===== config.mk =====
export PLATFORM = sky130hd
export DESIGN_NAME = nmea_sentence_checksum_receiver_unit_flat
export DESIGN_NICKNAME = d
export VERILOG_FILES = /design/src/rtl/nsc_pkg.sv /design/src/rtl/nsc_if.sv /design/src/rtl/nmea_sentence_checksum_receiver_unit.sv /design/src/rtl/nsc_cfg_regs.sv /design/src/rtl/nsc_parser.sv /design/src/rtl/nsc_out_buf.sv /design/src/flat_wrapper.sv
export SDC_FILE = /design/constraint.sdc
export NUM_CORES = 1
export LEC_CHECK = 0
export ABC_AREA = 1
export BUFFER_PORTS_ARGS = -buffer_cell sky130_fd_sc_hd__buf_2
export CAP_MARGIN = 10
export CORE_MARGIN = 2
export CORE_UTILIZATION = 66
export CTS_BUF_LIST = sky130_fd_sc_hd__clkbuf_4
export DETAILED_ROUTE_END_ITERATION = 6
export GPL_ROUTABILITY_DRIVEN = 0
export PLACE_DENSITY = 0.88
export SKIP_LAST_GASP = 1
export SLEW_MARGIN = 10
export SYNTH_ARGS = -nofsm -noshare
export SYNTH_HDL_FRONTEND = slang
export SYNTH_SLANG_ARGS = --single-unit

===== constraint.sdc =====
create_clock -name clk -period 5.9 [get_ports clk]
set_input_delay 0.295 -clock clk [delete_from_list [all_inputs] [get_ports clk]]
set_output_delay 0.295 -clock clk [all_outputs]
set_load 0.05 [all_outputs]

===== src/rtl/nsc_pkg.sv =====
package nsc_pkg;

	localparam int unsigned BYTE_W    = 8;
	localparam int unsigned INDEX_W   = 7;
	localparam int unsigned CFG_IDX_W = 4;
	localparam int unsigned DIGIT_W   = 5;
	localparam int unsigned MAX_LEN_DEFAULT = 128;

	localparam logic [BYTE_W-1:0] START_CHAR_RST = 8'h24;
	localparam logic [BYTE_W-1:0] CHECK_CHAR_RST = 8'h2A;

	typedef enum logic [CFG_IDX_W-1:0] {
		REG_START_CHAR = 4'd0,
		REG_CHECK_CHAR = 4'd1
	} cfg_reg_t;

	typedef struct packed {
		logic [BYTE_W-1:0] start_char;
		logic [BYTE_W-1:0] check_char;
	} cfg_t;

	typedef struct packed {
		logic [BYTE_W-1:0]  payload_byte;
		logic               payload_valid;
		logic [INDEX_W-1:0] payload_index;
		logic               sentence_done;
		logic               checksum_ok;
		logic               overflow;
	} res_t;

endpackage


===== src/rtl/nsc_if.sv =====
interface nsc_stream_if #(
	parameter type payload_t = logic [nsc_pkg::BYTE_W-1:0]
);
	logic     valid;
	logic     ready;
	payload_t data;

	modport source(output valid, output data, input ready);
	modport sink(input valid, input data, output ready);
endinterface

interface nsc_cfg_if;
	logic                           valid;
	logic                           ready;
	logic [nsc_pkg::CFG_IDX_W-1:0]  index;
	logic [nsc_pkg::BYTE_W-1:0]     data;

	modport source(output valid, output index, output data, input ready);
	modport sink(input valid, input index, input data, output ready);
endinterface


===== src/rtl/nmea_sentence_checksum_receiver_unit.sv =====
// A result is offered after its byte passes the input register, then the
// output register; it is delayed further only while res is stalled.
// Throughput: one byte per cycle unless res stalls; a skid stage holds one
// result through an output stall before rx ready drops. Reset (arst_n low,
// asynchronous) returns to hunting for the start character, empties both
// stages and restores the defaults of start_char ('$') and check_char ('*').
module nmea_sentence_checksum_receiver_unit #(
	parameter int unsigned MAX_LEN = nsc_pkg::MAX_LEN_DEFAULT
) (
	input  logic         clk,
	input  logic         arst_n,
	nsc_cfg_if.sink      cfg,
	nsc_stream_if.sink   rx,
	nsc_stream_if.source res
);

	nsc_pkg::cfg_t cfg_q;

	nsc_stream_if #(.payload_t(nsc_pkg::res_t)) par_ch ();

	nsc_cfg_regs u_cfg_regs (
		.clk    (clk),
		.arst_n (arst_n),
		.cfg    (cfg),
		.cfg_q  (cfg_q)
	);

	nsc_parser #(.MAX_LEN(MAX_LEN)) u_parser (
		.clk    (clk),
		.arst_n (arst_n),
		.cfg_q  (cfg_q),
		.rx     (rx),
		.res    (par_ch)
	);

	nsc_out_buf u_out_buf (
		.clk    (clk),
		.arst_n (arst_n),
		.up     (par_ch),
		.dn     (res)
	);

	a_ok_needs_done: assert property (@(posedge clk) disable iff (!arst_n)
		res.valid && res.data.checksum_ok |->
			res.data.sentence_done && !res.data.overflow)
		else $error("checksum_ok without a clean sentence end");

	a_done_no_payload: assert property (@(posedge clk) disable iff (!arst_n)
		res.valid && res.data.sentence_done |-> !res.data.payload_valid)
		else $error("sentence end carries a payload byte");

	a_payload_no_ovf: assert property (@(posedge clk) disable iff (!arst_n)
		res.valid && res.data.payload_valid |-> !res.data.overflow)
		else $error("payload byte emitted after overflow");

	a_skid_holds: assert property (@(posedge clk) disable iff (!arst_n)
		par_ch.valid && !par_ch.ready |=> par_ch.valid)
		else $error("stalled parser result lost");

endmodule


===== src/rtl/nsc_cfg_regs.sv =====
module nsc_cfg_regs (
	input  logic          clk,
	input  logic          arst_n,
	nsc_cfg_if.sink       cfg,
	output nsc_pkg::cfg_t cfg_q
);

	assign cfg.ready = 1'b1;

	always_ff @(posedge clk or negedge arst_n) begin
		if (!arst_n) begin
			cfg_q.start_char <= nsc_pkg::START_CHAR_RST;
			cfg_q.check_char <= nsc_pkg::CHECK_CHAR_RST;
		end else if (cfg.valid) begin
			case (cfg.index)
				nsc_pkg::REG_START_CHAR: cfg_q.start_char <= cfg.data;
				nsc_pkg::REG_CHECK_CHAR: cfg_q.check_char <= cfg.data;
				default: ;
			endcase
		end
	end

endmodule


===== src/rtl/nsc_parser.sv =====
module nsc_parser #(
	parameter int unsigned MAX_LEN = nsc_pkg::MAX_LEN_DEFAULT
) (
	input  logic          clk,
	input  logic          arst_n,
	input  nsc_pkg::cfg_t cfg_q,
	nsc_stream_if.sink    rx,
	nsc_stream_if.source  res
);

	localparam int unsigned CNT_W = $clog2(MAX_LEN + 1);
	localparam logic [CNT_W-1:0] CNT_MAX = CNT_W'(MAX_LEN);

	typedef enum logic [1:0] {
		PH_HUNT,
		PH_DATA,
		PH_HIGH,
		PH_LOW
	} phase_t;

	// bit 4 flags a byte that is not a hex digit
	function automatic logic [nsc_pkg::DIGIT_W-1:0] hex_value(
		input logic [nsc_pkg::BYTE_W-1:0] c
	);
		logic [nsc_pkg::BYTE_W-1:0] v;
		begin
			v = 8'h10;
			if (c inside {[8'h30:8'h39]}) begin
				v = c - 8'h30;
			end else if (c inside {[8'h41:8'h46]}) begin
				v = c - 8'h37;
			end else if (c inside {[8'h61:8'h66]}) begin
				v = c - 8'h57;
			end
			return v[nsc_pkg::DIGIT_W-1:0];
		end
	endfunction

	logic                         valid_s1;
	logic [nsc_pkg::BYTE_W-1:0]   byte_s1;
	phase_t                       phase_q;
	logic [nsc_pkg::BYTE_W-1:0]   xor_q;
	logic [nsc_pkg::DIGIT_W-1:0]  high_q;
	logic [CNT_W-1:0]             count_q;
	logic                         ovf_q;

	logic                         adv;
	logic                         is_start;
	logic                         is_check;
	logic                         room;
	logic [nsc_pkg::DIGIT_W-1:0]  digit;
	nsc_pkg::res_t                res_d;

	assign adv      = valid_s1 && res.ready;
	assign rx.ready = !valid_s1 || res.ready;
	assign is_start = (byte_s1 == cfg_q.start_char);
	assign is_check = (byte_s1 == cfg_q.check_char);
	assign room     = (count_q < CNT_MAX);
	assign digit    = hex_value(byte_s1);

	always_comb begin
		res_d = '0;
		case (phase_q)
			PH_HUNT: ;
			PH_DATA: begin
				if (!is_check && room) begin
					res_d.payload_byte  = byte_s1;
					res_d.payload_valid = 1'b1;
					res_d.payload_index = nsc_pkg::INDEX_W'(count_q);
				end
				res_d.overflow = ovf_q || (!is_check && !room);
			end
			PH_HIGH: res_d.overflow = ovf_q;
			PH_LOW: begin
				res_d.sentence_done = 1'b1;
				res_d.checksum_ok   = !high_q[4] && !digit[4] && !ovf_q &&
					({high_q[3:0], digit[3:0]} == xor_q);
				res_d.overflow      = ovf_q;
			end
			default: ;
		endcase
	end

	assign res.valid = valid_s1;
	assign res.data  = res_d;

	always_ff @(posedge clk or negedge arst_n) begin
		if (!arst_n) begin
			valid_s1 <= 1'b0;
			byte_s1  <= '0;
			phase_q  <= PH_HUNT;
			xor_q    <= '0;
			high_q   <= '0;
			count_q  <= '0;
			ovf_q    <= 1'b0;
		end else begin
			if (rx.ready) begin
				valid_s1 <= rx.valid;
				byte_s1  <= rx.data;
			end
			if (adv) begin
				case (phase_q)
					PH_HUNT: begin
						if (is_start) begin
							phase_q <= PH_DATA;
							xor_q   <= '0;
							count_q <= '0;
							ovf_q   <= 1'b0;
						end
					end
					PH_DATA: begin
						if (is_check) begin
							phase_q <= PH_HIGH;
						end else if (room) begin
							count_q <= count_q + 1'b1;
							xor_q   <= xor_q ^ byte_s1;
						end else begin
							// drop the byte, keep the count at the limit
							ovf_q <= 1'b1;
						end
					end
					PH_HIGH: begin
						high_q  <= digit;
						phase_q <= PH_LOW;
					end
					PH_LOW:  phase_q <= PH_HUNT;
					default: phase_q <= PH_HUNT;
				endcase
			end
		end
	end

endmodule


===== src/rtl/nsc_out_buf.sv =====
module nsc_out_buf (
	input  logic         clk,
	input  logic         arst_n,
	nsc_stream_if.sink   up,
	nsc_stream_if.source dn
);

	logic          main_v_q;
	logic          skid_v_q;
	nsc_pkg::res_t main_q;
	nsc_pkg::res_t skid_q;
	logic          push;
	logic          pop;

	assign up.ready = !skid_v_q;
	assign push     = up.valid && up.ready;
	assign pop      = main_v_q && dn.ready;
	assign dn.valid = main_v_q;
	assign dn.data  = main_q;

	always_ff @(posedge clk or negedge arst_n) begin
		if (!arst_n) begin
			main_v_q <= 1'b0;
			skid_v_q <= 1'b0;
		end else if (!main_v_q || pop) begin
			main_v_q <= skid_v_q || push;
			skid_v_q <= 1'b0;
		end else if (push) begin
			// hold the transaction aside while the output stalls
			skid_v_q <= 1'b1;
		end
	end

	always_ff @(posedge clk) begin
		if (!main_v_q || pop) begin
			main_q <= skid_v_q ? skid_q : up.data;
		end else if (push) begin
			skid_q <= up.data;
		end
	end

endmodule


===== src/flat_wrapper.sv =====
// flat-port wrapper written by rule: the top's interface ports become plain ports
module nmea_sentence_checksum_receiver_unit_flat 
#(
	parameter int unsigned MAX_LEN = nsc_pkg::MAX_LEN_DEFAULT
)
  (clk, arst_n, cfg_valid, cfg_index, cfg_data, cfg_ready, rx_valid, rx_data, rx_ready, res_valid, res_data, res_ready);
  nsc_cfg_if cfg_i ();
  nsc_stream_if rx_i ();
  nsc_stream_if #(.payload_t(nsc_pkg::res_t)) res_i ();
  input  logic clk;
  input  logic arst_n;
  input wire logic [$bits(cfg_i.valid)-1:0] cfg_valid;
  input wire logic [$bits(cfg_i.index)-1:0] cfg_index;
  input wire logic [$bits(cfg_i.data)-1:0] cfg_data;
  output wire logic [$bits(cfg_i.ready)-1:0] cfg_ready;
  input wire logic [$bits(rx_i.valid)-1:0] rx_valid;
  input wire logic [$bits(rx_i.data)-1:0] rx_data;
  output wire logic [$bits(rx_i.ready)-1:0] rx_ready;
  output wire logic [$bits(res_i.valid)-1:0] res_valid;
  output wire logic [$bits(res_i.data)-1:0] res_data;
  input wire logic [$bits(res_i.ready)-1:0] res_ready;
  assign cfg_i.valid = cfg_valid;
  assign cfg_i.index = cfg_index;
  assign cfg_i.data = cfg_data;
  assign cfg_ready = cfg_i.ready;
  assign rx_i.valid = rx_valid;
  assign rx_i.data = rx_data;
  assign rx_ready = rx_i.ready;
  assign res_valid = res_i.valid;
  assign res_data = res_i.data;
  assign res_i.ready = res_ready;
  nmea_sentence_checksum_receiver_unit #(.MAX_LEN(MAX_LEN)) u_core (.clk(clk), .arst_n(arst_n), .cfg(cfg_i), .rx(rx_i), .res(res_i));
endmodule

== Word level (Yosys, flattened, before mapping) ==
Cells that the tools add are included.

* Register bits: 89
* Bits of input ports: 25
* Output and inout port bits: 22
* Word-level logic and storage cells: 106

* Add/subtract/negate cells: 4
* $lt $le $gt $ge: 7
* Equality and inequality tests: 12
* Multiplexer cells: 24
* Bitwise gates (word level): 2
* Reductions and logical operators: 34

{| class="wikitable"
|+ Operators by type and width
! cell !! number
|-
| 2-to-1 mux 8 bit || 5
|-
| 2-to-1 mux 16 bit || 2
|-
| one-hot mux 8 bit (2 select lines) || 2
|-
| equality test 8 bit || 3
|-
| 2-to-1 mux 19 bit || 1
|-
| greater-or-equal comparator 8 x 7 -> 1 bit, second input constant || 2
|-
| <= comparator 8 x 7 -> 1 bit, second input constant || 2
|-
| 2-to-1 mux 5 bit || 3
|-
| subtractor 5 bit, second input constant || 3
|-
| logical AND 1 bit || 10
|-
| != test 2 bit, second input constant || 5
|-
| AND reduction 5 bit || 2
|-
| adder 8 x 1 -> 8 bit, second input constant || 1
|-
| greater-or-equal comparator 8 x 6 -> 1 bit, second input constant || 1
|-
| <= comparator 8 x 6 -> 1 bit, second input constant || 1
|-
| logical NOT 1 bit || 8
|-
| less-than comparator 8 bit, second input constant || 1
|-
| one-hot mux 2 bit (4 select lines) || 1
|-
| AND reduction 2 bit || 4
|-
| bitwise XOR 8 bit || 1
|-
| 2-to-1 mux 2 bit || 3
|-
| 2-to-1 mux 1 bit || 5
|-
| equality test 2 bit, second input constant || 2
|-
| equality test 4 x 1 -> 1 bit, second input constant || 1
|-
| other kinds (9) || 14
|}

== Longest topological paths before layout ==
Gate-level depths: netlist (run 1).

* Depth after elaboration: 11
* Mapped depth: 14
* Depth with buffers taken out: 13

== Cells and area by module ==
A second synthesis (run 1) with hierarchy kept.

* Cell total of the unflattened synthesis: 529
* Area total of the unflattened synthesis: 4705.8 um^2

{| class="wikitable"
|+ Modules (own cells, without submodules)
! module !! instances !! cells each !! area each (um^2)
|-
| nsc_parser || 1 || 342 || 2482.4
|-
| nsc_out_buf || 1 || 109 || 1476.4
|-
| nsc_cfg_regs || 1 || 78 || 747.0
|}

== Worst setup path after synthesis (run 1) ==
No wires, ideal clock.

* Path type: register to register
* Start point: register u_core.u_out_buf.main_v_q (netlist: u_core.u_out_buf.dn.valid)
* End point: register u_core.u_out_buf.skid_q[0] (netlist bit), enable pin
* Setup time: 0.395 ns
* Data arrival time: 2.114 ns
* Data required time: 5.505 ns
* Path slack: 3.392 ns
* Stages on the path, launching flop included: 3
* Buffers on the path: 0
* Cell sequence: dfrtp_1 nand2_1 nor2_1

* Cells in the longest elaborated chain, start to end: 4
* Elaborated cells on any way between the ends: 5
* Classes of those cells: bitwise (1); reduce/logical (4)

{| class="wikitable"
|+ RTL lines
! item !! RTL line !! RTL
|-
| from (decl) || nsc_out_buf.sv:8 || <nowiki>logic main_v_q;</nowiki>
|-
| from (signal assigned) || nsc_out_buf.sv:26 || <nowiki>main_v_q <= skid_v_q || push;</nowiki>
|-
| logical NOT 1 bit or logical AND 1 bit (tied branches) || nsc_out_buf.sv:35, nsc_out_buf.sv:17 ||
|-
| logical OR 1 bit * || nsc_out_buf.sv:35 || <nowiki>if (!main_v_q || pop) begin</nowiki>
|-
| NOT 1 bit (no line) * || -- ||
|-
| AND reduction 2 bit (no line) * || -- ||
|-
| to (signal assigned) || nsc_out_buf.sv:38 || <nowiki>skid_q <= up.data;</nowiki>
|-
| to (decl) || nsc_out_buf.sv:11 || <nowiki>nsc_pkg::res_t skid_q;</nowiki>
|}

Mark *: on every way between the ends. The rest lies on a longest branch, timed or not.
A chain may end at the register's enable or synchronous reset.

== Final worst setup path (run 1) ==
* Start point: register u_core.u_parser.phase_q[1]
* End point: register u_core.u_parser.xor_q[4] (netlist bit)

* Cells in the longest elaborated chain, start to end: 3
* Elaborated cells on any way between the ends: 8
* Classes of those cells: eq/ne (4); mux (1); reduce/logical (3)

{| class="wikitable"
|+ RTL lines
! item !! RTL line !! RTL
|-
| from (decl) || nsc_parser.sv:41 || <nowiki>phase_t phase_q;</nowiki>
|-
| from (signal assigned) || nsc_parser.sv:91 || <nowiki>phase_q <= PH_HUNT;</nowiki>
|-
| from (signal assigned) || nsc_parser.sv:105 || <nowiki>phase_q <= PH_DATA;</nowiki>
|-
| from (signal assigned) || nsc_parser.sv:113 || <nowiki>phase_q <= PH_HIGH;</nowiki>
|-
| equality test 2 x 1 -> 1 bit or logical NOT 2 bit (tied branches) || nsc_parser.sv:102 || <nowiki>case (phase_q)</nowiki>
|-
| != test 2 bit (no line) or nonzero test 2 bit (tied branches) || -- ||
|-
| AND reduction 5 bit (no line) || -- ||
|-
| to (signal assigned) || nsc_parser.sv:116 || <nowiki>xor_q <= xor_q ^ byte_s1;</nowiki>
|-
| to (decl) || nsc_parser.sv:42 || <nowiki>logic [nsc_pkg::BYTE_W-1:0] xor_q;</nowiki>
|}

Parallel ways exist; a longest one is shown, timed or not.

==> flow_summary.json, run 1 <==
{
  "status": "complete, no violations",
  "tightestPinTransition_ps": 818,
  "fin_setup_tns_ps": 0,
  "clkSinkCount": 89,
  "finalSetupViolCount": 0,
  "grt_usage_pct": 25.0,
  "diodes": 0,
  "antenna_found_initial": 0,
  "rows": 30,
  "utilization_pct": 73.0,
  "syn_inst": 496,
  "cp.depth": 9,
  "initial_core_util_pct": 67.3,
  "end_kind": "flop",
  "instances_no_fill": 620,
  "fp.dieArea_mm2": 0.00749,
  "min_period_over_period_pct": 43.8,
  "htreeDepth": 3,
  "dp_hpwl_mm": 6.22,
  "dp.cells": 603,
  "power_w": 0.00179,
  "fin_nets": 568,
  "via_per_inst": 5.53,
  "fmax_ghz": 0.387,
  "clock_latency_ps": 450,
  "yosysWarnings": 0,
  "syn-cell-area_mm2": 0.00449,
  "worstReg2RegStart": "u_core.u_parser.phase_q[1]",
  "synth_nets": 529,
  "ir_worst_vdd_mv": 0.208,
  "worstPathCellList": "inv_1 -> ha_1 -> clkinv_1 -> nand2_1 -> nand3_2 -> nor2_4 -> inv_1 -> nand2_1 -> nand2_1",
  "hold_viol": 0,
  "yosysUniqueCellTypes": 37,
  "vias": 3426,
  "syn_avg_cell_area_um2": 9.06,
  "cp_top_family": "simple AND/OR/NAND/NOR gates",
  "worstPathMaxFanout": 23,
  "ff2ff_setup_slack_ps": 3320,
  "io_buffers": 45,
  "grt_pass1_wl_mm": 14.4,
  "dr.pass1.iters": 5,
  "syn2layout_area_growth_pct": 8.55,
  "grt_pass1_vias": 3190,
  "ys_seq_area_share_pct": 53.9,
  "critPathKind": "flop to flop",
  "power.density_mw_per_mm2": 367,
  "rsz0062_at_grt": "false",
  "startpoint": "u_core.u_parser.phase_q[1]",
  "cts_made_buffers": 9,
  "r2r_cells": 9,
  "cts.clk_slew.worst_paths_ps": 140,
  "grt_max_degree": 52,
  "ys_async_sr_fraction_pct": 57.3,
  "cp_common_cell": "nand2_1",
  "wl_per_cell_um": 14.0,
  "place_ws_ps": 3340,
  "ioPinCount": 47,
  "r2r-end": "u_core.u_parser.xor_q[4]",
  "critPathBufInv": 3,
  "slowest_stage": "dfrtp_1",
  "drv_cap": 0,
  "holdCritPathClass": "input pin to flop",
  "required_ps": 6250,
  "p_leak_nw": 2.28,
  "postCtsSetupBuffers": 0,
  "relSlewSlack_pct": 45.4,
  "finalWirelength_mm": 8.70,
  "drc": 0,
  "arrival_ps": 2930,
  "final_antenna_net_count": 0,
  "grt-ovfl-total": 0,
  "drt_iter0_drc": 219,
  "drive_gt1_share_pct": 16.5,
  "final_cell_mix": "nand2_1 (153), dfrtp_1 (46), buf_2 (44)",
  "clk_path_buf_depth": 2,
  "period_needed_ps": 2580,
  "ctsRootBufferMaster": "clkbuf_4",
  "ys_seq_elements": 89,
  "cts_tree": "done",
  "crit_end": "u_core.u_parser.xor_q[4]",
  "synth_edf_count": 38,
  "core_area_mm2": 0.00668,
  "fillers": 472,
  "layout_commonest_cell": "nand2_1",
  "synth_top_flop_cell": "dfrtp_1",
  "die_y_um": 86.5,
  "start_kind": "flop",
  "slowest_delay_ps": 430,
  "final-max-slew-violation-count": 0,
  "die_x_um": 86.5,
  "finClkSkew_ps": 13.4,
  "timing.final.ws_setup_ps": 3320
}
## metrics by stage
| stage | cell area [um^2] | hold slack (ps) |
|---|---|---|
| 2_1_floorplan | 4490 | -0.591 |
| 3_3_place_gp | 4700 | 468 |
| 3_5_place_dp | 4700 | 475 |
| 4_1_cts | 4870 | 41.8 |
| 5_1_grt | 4880 | 38.6 |
| 6_report | 4880 | 53.5 |
## synth_stat cells (2+ instances only)
cell type,number,area (um^2)
dfrtp_1,46,1150
buf_4,4,30.0
clkbuf_1,6,22.5
or2_1,2,12.5
xor2_1,22,193
o21ai_0,40,200
a21oi_1,3,15.0
buf_2,2,10.0
nand2_2,4,25.0
buf_6,3,33.8
xnor2_1,7,61.3
nand4_1,7,43.8
clkinv_1,2,7.51
nor3_1,5,25.0
nand3_1,25,125
edfxtp_1,38,1140
nand3b_1,3,22.5
inv_4,3,18.8
nand2_1,153,574
inv_1,43,161
ha_1,8,100
nor2_1,40,150
clkbuf_2,3,15.0
nor2_4,10,113
dfstp_2,5,131
## worst register-to-register path, cell delays in order (launching register included)
cell and delay (ps):
dfrtp_1 430, inv_1 100, ha_1 430, clkinv_1 440
nand2_1 200, nand3_2 100, nor2_4 370, inv_1 240
nand2_1 110, nand2_1 60
## worst min-delay path by stage
stage	to	depth (start not counted)	from	slack (ps)
finish	u_core.u_parser.byte_s1[5]	3	rx_data[5]	50
floorplan	u_core.u_cfg_regs.cfg_q[0]	0	arst_n	-0.6
detailed placement	u_core.u_parser.high_q[4]	2	u_core.u_parser.high_q[4]	480
global route	u_core.u_parser.res.valid	3	rx_valid	40
CTS	u_core.u_parser.res.valid	3	rx_valid	40
global placement	u_core.u_parser.high_q[4]	2	u_core.u_parser.high_q[4]	470
## power breakdown
group	switching, W	internal (W)
Sequential	0.0000964	0.000768
Clock	0.000213	0.000176
Combinational	0.000365	0.000171
## metal layers
layer,track usage [%],vias up,part of all wire (%)
li1,-,1662,-
met1,32.7,1600,42
met2,40.3,134,48
met3,6.10,30,6.6
met4,10.2,0,3.2
met5,0,-,0
## flip-flops by register name, summed over array words and instances, names as in the netlist
signal                     cells
u_core.u_parser.byte_s1        8
u_core.u_parser.res.valid      1
u_core.u_out_buf.dn.valid      1
u_core.u_parser.phase_q        2
u_core.u_out_buf.dn.data      19
u_core.u_out_buf.skid_q       19
u_core.u_out_buf.skid_v_q      1
u_core.u_cfg_regs.cfg_q       16
u_core.u_parser.ovf_q          1
u_core.u_parser.count_q        8
u_core.u_parser.xor_q          8
u_core.u_parser.high_q         5
## cell type report
cell class | count | area (um^2) | share of cell area (%)
multi-input combinational | 339 | 1750 | 35.8
sequential | 89 | 2420 | 49.7
inverter | 49 | 191 | 3.92
timing repair buffer | 47 | 245 | 5.03
clock buffer | 9 | 67.6 | 1.38
tap | 80 | 100 | 2.05
clock inverter | 7 | 103 | 2.10
## what timing repair did
action | in CTS | in global routing
hold buffers | 0 | 1
setup endpoints to repair | 0 | 0
hold endpoints to repair | 0 | 46
resized for setup | 0 | 0
## kinds of logic (layout without fill, tap and decap cells)
family / Yosys count / in the layout / synth area share [%]
AND/OR/NAND/NOR: 256 / 256 / 25.8
adder cells (fa/ha/maj): 8 / 8 / 2.23
flip-flops: 89 / 89 / 53.9
other: 1 / 1 / 0.0834
AO/OA/AOI/OAI: 45 / 45 / 5.15
buffers and inverters: 68 / 112 / 7.18
XOR/XNOR: 29 / 29 / 5.65
(Power assumes the default switching activity.)
==> run 2, diff against run 1 <==
--- a/config.mk
+++ b/config.mk
@@ -9,11 +9,11 @@
 export BUFFER_PORTS_ARGS = -buffer_cell sky130_fd_sc_hd__buf_2
 export CAP_MARGIN = 10
 export CORE_MARGIN = 2
-export CORE_UTILIZATION = 66
+export CORE_UTILIZATION = 55
 export CTS_BUF_LIST = sky130_fd_sc_hd__clkbuf_4
 export DETAILED_ROUTE_END_ITERATION = 6
 export GPL_ROUTABILITY_DRIVEN = 0
-export PLACE_DENSITY = 0.88
+export PLACE_DENSITY = 0.78
 export SKIP_LAST_GASP = 1
 export SLEW_MARGIN = 10
 export SYNTH_ARGS = -nofsm -noshare
==> constraint.sdc (replaced) <==
create_clock -name clk -period 2.19 [get_ports clk]
set_input_delay 0.1095 -clock clk [delete_from_list [all_inputs] [get_ports clk]]
set_output_delay 0.1095 -clock clk [all_outputs]
set_load 0.05 [all_outputs]
==> flow_summary.json, run 2 (synthesized netlist as in run 1, its figures left out) <==
{
  "grt_pass1_wl_mm": 15.1,
  "drt_iter0_drc": 279,
  "drive_gt1_share_pct": 18.4,
  "r2r_cells": 12,
  "p_seq_share_pct": 47.1,
  "p_leak_nw": 2.40,
  "rows": 32,
  "power.density_mw_per_mm2": 949,
  "drc": 0,
  "regArea_mm2": 0.00243,
  "clock_latency_ps": 440,
  "htreeDepth": 3,
  "grt_pass1_vias": 3301,
  "clk_path_buf_depth": 2,
  "drv_cap": 0,
  "cp_top_family": "simple AND/OR/NAND/NOR gates",
  "dp_hpwl_mm": 6.47,
  "worstPathCellList": "inv_1 -> ha_1 -> nand2_1 -> nand3_1 -> nand2_2 -> nand2_2 -> nand3_1 -> nand2_1 -> nand3_1 -> nor2_1 -> nand2_1 -> a21oi_1",
  "grt.busiest_layer": "met2",
  "dr.pass1.iters": 5,
  "multi_input_area_mm2": 0.00176,
  "critPathBufInv": 1,
  "grt-ovfl-total": 0,
  "layout_commonest_cell": "nand2_1",
  "slowest_stage": "dfrtp_2",
  "grt_use_met1_pct": 29.9,
  "die_y_um": 94.4,
  "grt_max_degree": 30,
  "diodes": 0,
  "end_kind": "flop",
  "wl_per_cell_um": 13.9,
  "hold_viol": 0,
  "cts.clk_slew.worst_paths_ps": 160,
  "final_antenna_net_count": 0,
  "power.switching_w": 0.00187,
  "clkSinkCount": 89,
  "initial_core_util_pct": 57.6,
  "grt_usage_pct": 21.9,
  "cts_made_buffers": 9,
  "worstPathMaxFanout": 9,
  "fin_nets": 598,
  "finalSetupViolCount": 0,
  "holdCritPathClass": "input pin to async pin",
  "die_x_um": 94.4,
  "fin_setup_tns_ps": 0,
  "rsz0062_at_grt": "false",
  "status": "complete, no violations",
  "r2r-end": "u_core.u_out_buf.dn.data[1]",
  "io_buffers": 45,
  "core_area_mm2": 0.00781,
  "fmax_ghz": 0.492,
  "clockPowerShare_pct": 21.3,
  "syn2layout_area_growth_pct": 15.4,
  "relSlewSlack_pct": 62.4,
  "cts_tree": "done",
  "ir_worst_vdd_mv": 0.462,
  "finalWirelength_mm": 9.35,
  "slowest_delay_ps": 460,
  "vias": 3551,
  "final-max-slew-violation-count": 0,
  "grt_use_met2_pct": 34.8,
  "critPathKind": "flop to flop",
  "via_per_inst": 5.28,
  "ff2ff_setup_slack_ps": 160,
  "fp.dieArea_mm2": 0.00891,
  "tightestPinTransition_ps": 562,
  "antenna_found_initial": 0,
  "comb_power_share_pct": 31.6,
  "fillers": 625,
  "arrival_ps": 2330,
  "finClkSkew_ps": 23.4,
  "final_cell_mix": "nand2_1 (153), buf_2 (45), dfrtp_1 (44)",
  "ioPinCount": 47,
  "met3_usage_pct": 3.51,
  "ctsRootBufferMaster": "clkbuf_4",
  "p_sw_share_pct": 38.0,
  "start_kind": "flop",
  "worstReg2RegStart": "u_core.u_parser.byte_s1[1]",
  "min_period_over_period_pct": 92.7,
  "required_ps": 2490,
  "utilization_pct": 66.4,
  "period_needed_ps": 2030,
  "power.internal_w": 0.00305
}
==> run 2: cell count changes in the layout (fill, tap and decap cells not counted), moves of 2 or more <==
| cell | change |
|---|---|
| buf_4 | +11 |
| clkinv_4 | -2 |
| dfrtp_1 | -2 |
| dfrtp_2 | +2 |
| dlygate4sd3_1 | +17 |
==> run 2: layer usage <==
| metal | part of all wire (%) | up-vias |
|---|---|---|
| met5 | 0 | - |
| met4 | 2.7 | 0 |
| met3 | 5.1 | 31 |
| met2 | 47 | 135 |
| met1 | 45 | 1665 |
| li1 | - | 1720 |
==> run 2: worst reg2reg max path, cell delays in order, from the launching register on <==
cell	delay (ps)
dfrtp_2	460
inv_1	120
ha_1	180
nand2_1	60
nand3_1	160
nand2_2	130
nand2_2	180
nand3_1	110
nand2_1	120
nand3_1	90
nor2_1	100
nand2_1	60
a21oi_1	110
==> run 2: per-stage QoR <==
stage               setup slack, ps  instances  cell area, um^2  power, W  hold WS (ps)
floorplan                       174        496             4500   0.00350          -186
global placement                232        635             4820   0.00378           113
detailed placement              142        635             4820   0.00385           123
CTS                             103        669             5160   0.00489           170
global route                   18.4        672             5180   0.00520           198
finish                          159        672             5180   0.00492           165
==> run 2: power groups by stage <==
stage | registers, W | logic, W | clock network (W)
2_1_floorplan | 0.00245 | 0.00105 | 0
3_3_place_gp | 0.00233 | 0.00144 | 0
3_5_place_dp | 0.00235 | 0.00150 | 0
4_1_cts | 0.00231 | 0.00153 | 0.00105
5_1_grt | 0.00235 | 0.00172 | 0.00113
6_report | 0.00232 | 0.00156 | 0.00105
==> run 2: final cells by class <==
type | instances | share of cell area (%)
flip-flops and latches | 89 | 46.8
multi-input cells | 339 | 33.9
repair buffers | 77 | 10.1
inverters | 49 | 3.69
well taps | 102 | 2.46
clock inverters | 7 | 1.81
clock buffers | 9 | 1.30
==> run 2: repair_timing <==
item / CTS / global route
endpoints found under the hold margin: 47 / 0
hold buffers: 18 / 0
setup endpoints to repair: 0 / 2
buffers inserted: 0 / 3
gates resized for setup: 0 / 2
==> run 2: worst max-delay path by stage <==
stage | start | to | slack (ps) | cells past startpoint
CTS | u_core.u_parser.byte_s1[0] | u_core.u_out_buf.dn.data[1] | 100 | 12
floorplan | u_core.u_out_buf.dn.valid | u_core.u_out_buf.skid_q[0] | 170 | 2
finish | u_core.u_parser.byte_s1[1] | u_core.u_out_buf.dn.data[1] | 160 | 12
global placement | u_core.u_parser.byte_s1[0] | u_core.u_out_buf.dn.data[1] | 230 | 11
global route | u_core.u_parser.byte_s1[4] | u_core.u_out_buf.dn.data[11] | 20 | 11
detailed placement | u_core.u_parser.byte_s1[0] | u_core.u_out_buf.dn.data[1] | 140 | 12
==> run 3, diff against run 2 <==
--- a/config.mk
+++ b/config.mk
@@ -13,7 +13,7 @@
 export CTS_BUF_LIST = sky130_fd_sc_hd__clkbuf_4
 export DETAILED_ROUTE_END_ITERATION = 6
 export GPL_ROUTABILITY_DRIVEN = 0
-export PLACE_DENSITY = 0.78
+export PLACE_DENSITY = 0.88
 export SKIP_LAST_GASP = 1
 export SLEW_MARGIN = 10
 export SYNTH_ARGS = -nofsm -noshare
==> flow_summary.json, run 3 (synthesized netlist as in run 1, its figures left out) <==
{
  "status": "complete, no violations",
  "slowest_delay_ps": 470,
  "final-max-slew-violation-count": 0,
  "worstReg2RegStart": "u_core.u_parser.byte_s1[1]",
  "min_period_over_period_pct": 91.6,
  "ir_worst_vdd_mv": 0.380,
  "fp.dieArea_mm2": 0.00891,
  "power.density_mw_per_mm2": 941,
  "syn2layout_area_growth_pct": 14.2,
  "ctsRootBufferMaster": "clkbuf_4",
  "die_y_um": 94.4,
  "die_x_um": 94.4,
  "htreeDepth": 3,
  "place_area_mm2": 0.00478,
  "drc": 0,
  "cts_tree": "done",
  "finalSetupViolCount": 0,
  "startpoint": "u_core.u_parser.byte_s1[1]",
  "grt_pass1_wl_mm": 16.4,
  "final_antenna_net_count": 0,
  "timing.final.ws_setup_ps": 184,
  "holdCritPathClass": "input pin to flop",
  "vias": 3622,
  "grt_pass1_vias": 3503,
  "dp_hpwl_mm": 6.63,
  "arrival_ps": 2210,
  "hold_start": "res_ready",
  "antenna_found_initial": 0,
  "place_ws_ps": 79.3,
  "worstPathCellList": "inv_1 -> ha_1 -> nand2_1 -> nand3_1 -> nand2_2 -> nand2_4 -> nand2_1 -> xnor2_1 -> nor2_1 -> nand2_1 -> a21oi_1",
  "p_leak_nw": 2.37,
  "ioPinCount": 47,
  "critPathKind": "flop to flop",
  "slowest_stage": "dfrtp_2",
  "tightestPinTransition_ps": 650,
  "start_kind": "flop",
  "cp_common_cell": "nand2_1",
  "clk_path_buf_depth": 2,
  "end_kind": "flop",
  "clock_latency_ps": 450,
  "cts_made_buffers": 9,
  "utilization_pct": 65.8,
  "clkSinkCount": 89,
  "power_w": 0.00483,
  "fin_area_mm2": 0.00513,
  "via_per_inst": 5.42,
  "drt_iter0_drc": 266,
  "grt-ovfl-total": 0,
  "wl_per_cell_um": 14.9,
  "final_cell_mix": "nand2_1 (153), buf_2 (45), dfrtp_1 (43)",
  "io_buffers": 45,
  "period_needed_ps": 2010,
  "relSlewSlack_pct": 56.7,
  "drive_gt1_share_pct": 18.2,
  "hold_viol": 0,
  "required_ps": 2400,
  "grt_usage_pct": 24.2,
  "cts.clk_slew.worst_paths_ps": 160,
  "initial_core_util_pct": 57.6,
  "layout_commonest_cell": "nand2_1",
  "core_area_mm2": 0.00781,
  "worstPathMaxFanout": 9,
  "fin_setup_tns_ps": 0,
  "rows": 32,
  "grt_max_degree": 52,
  "finClkSkew_ps": 19.2,
  "dr.pass1.iters": 5,
  "drv_cap": 0,
  "fin_nets": 594,
  "diodes": 0,
  "fmax_ghz": 0.498,
  "finalWirelength_mm": 9.93
}
run 3: worst paths after layout:
kind / endpoint / slack, ps / depth (start not counted)
max reg2reg: u_core.u_out_buf.dn.data[1] / 180 / 11
min in group asynchronous: u_core.u_parser.byte_s1[2] / 290 / 3
max in group asynchronous: u_core.u_parser.byte_s1[6] / 1450 / 3
max: u_core.u_out_buf.dn.data[1] / 180 / 11
min: u_core.u_out_buf.skid_q[8] / 210 / 4
min reg2reg: u_core.u_cfg_regs.cfg_q[3] / 510 / 2
run 3: per-layer routing:
metal / GRT usage (%) / vias to the layer above / part of all wire (%) / routed length (um)
met5: 0 / - / 0 / 0
met4: 11.1 / 0 / 3.1 / 310
met3: 4.55 / 36 / 6.3 / 623
met2: 40.7 / 176 / 50 / 4980
met1: 30.4 / 1704 / 40 / 4020
li1: - / 1706 / - / -
run 3: through the flow:
step / hold slack (ps) / instances
global route: 217 / 668
global placement: 254 / 632
detailed placement: 263 / 632
finish: 212 / 668
floorplan: -186 / 496
CTS: 210 / 666
run 3: cell type report:
class | instances | area [um^2]
Sequential cell | 89 | 2430
Clock inverter | 7 | 76.3
Inverter | 49 | 194
Multi-Input combinational cell | 339 | 1760
Clock buffer | 9 | 67.6
Tap cell | 102 | 128
Timing Repair Buffer | 73 | 480
Fill cell | 601 | 2670
run 3: worst max-delay path: cells and delay by family (launching register included):
family / cells / cell delay (ps)
AO/OA/AOI/OAI: 1 / 60
XOR/XNOR: 1 / 190
adder cells (fa/ha/maj): 1 / 210
buffers and inverters: 1 / 140
flip-flops: 1 / 470
AND/OR/NAND/NOR: 7 / 710
run 3: timing repair:
item,4_1_cts,5_1_grt
endpoints found under the hold margin,71,0
resized for setup,0,6
endpoints found under the setup margin,0,9
hold buffers,18,0
buffers inserted,0,2
run 3: where the power goes:
group	total (W)	internal (W)	switching, W	leakage (nW)
sequential	0.00233	0.00207	0.000260	1.02
combinational	0.00153	0.000515	0.00102	1.28
clock	0.000965	0.000357	0.000608	0.0695
total	0.00483	0.00294	0.00189	2.37
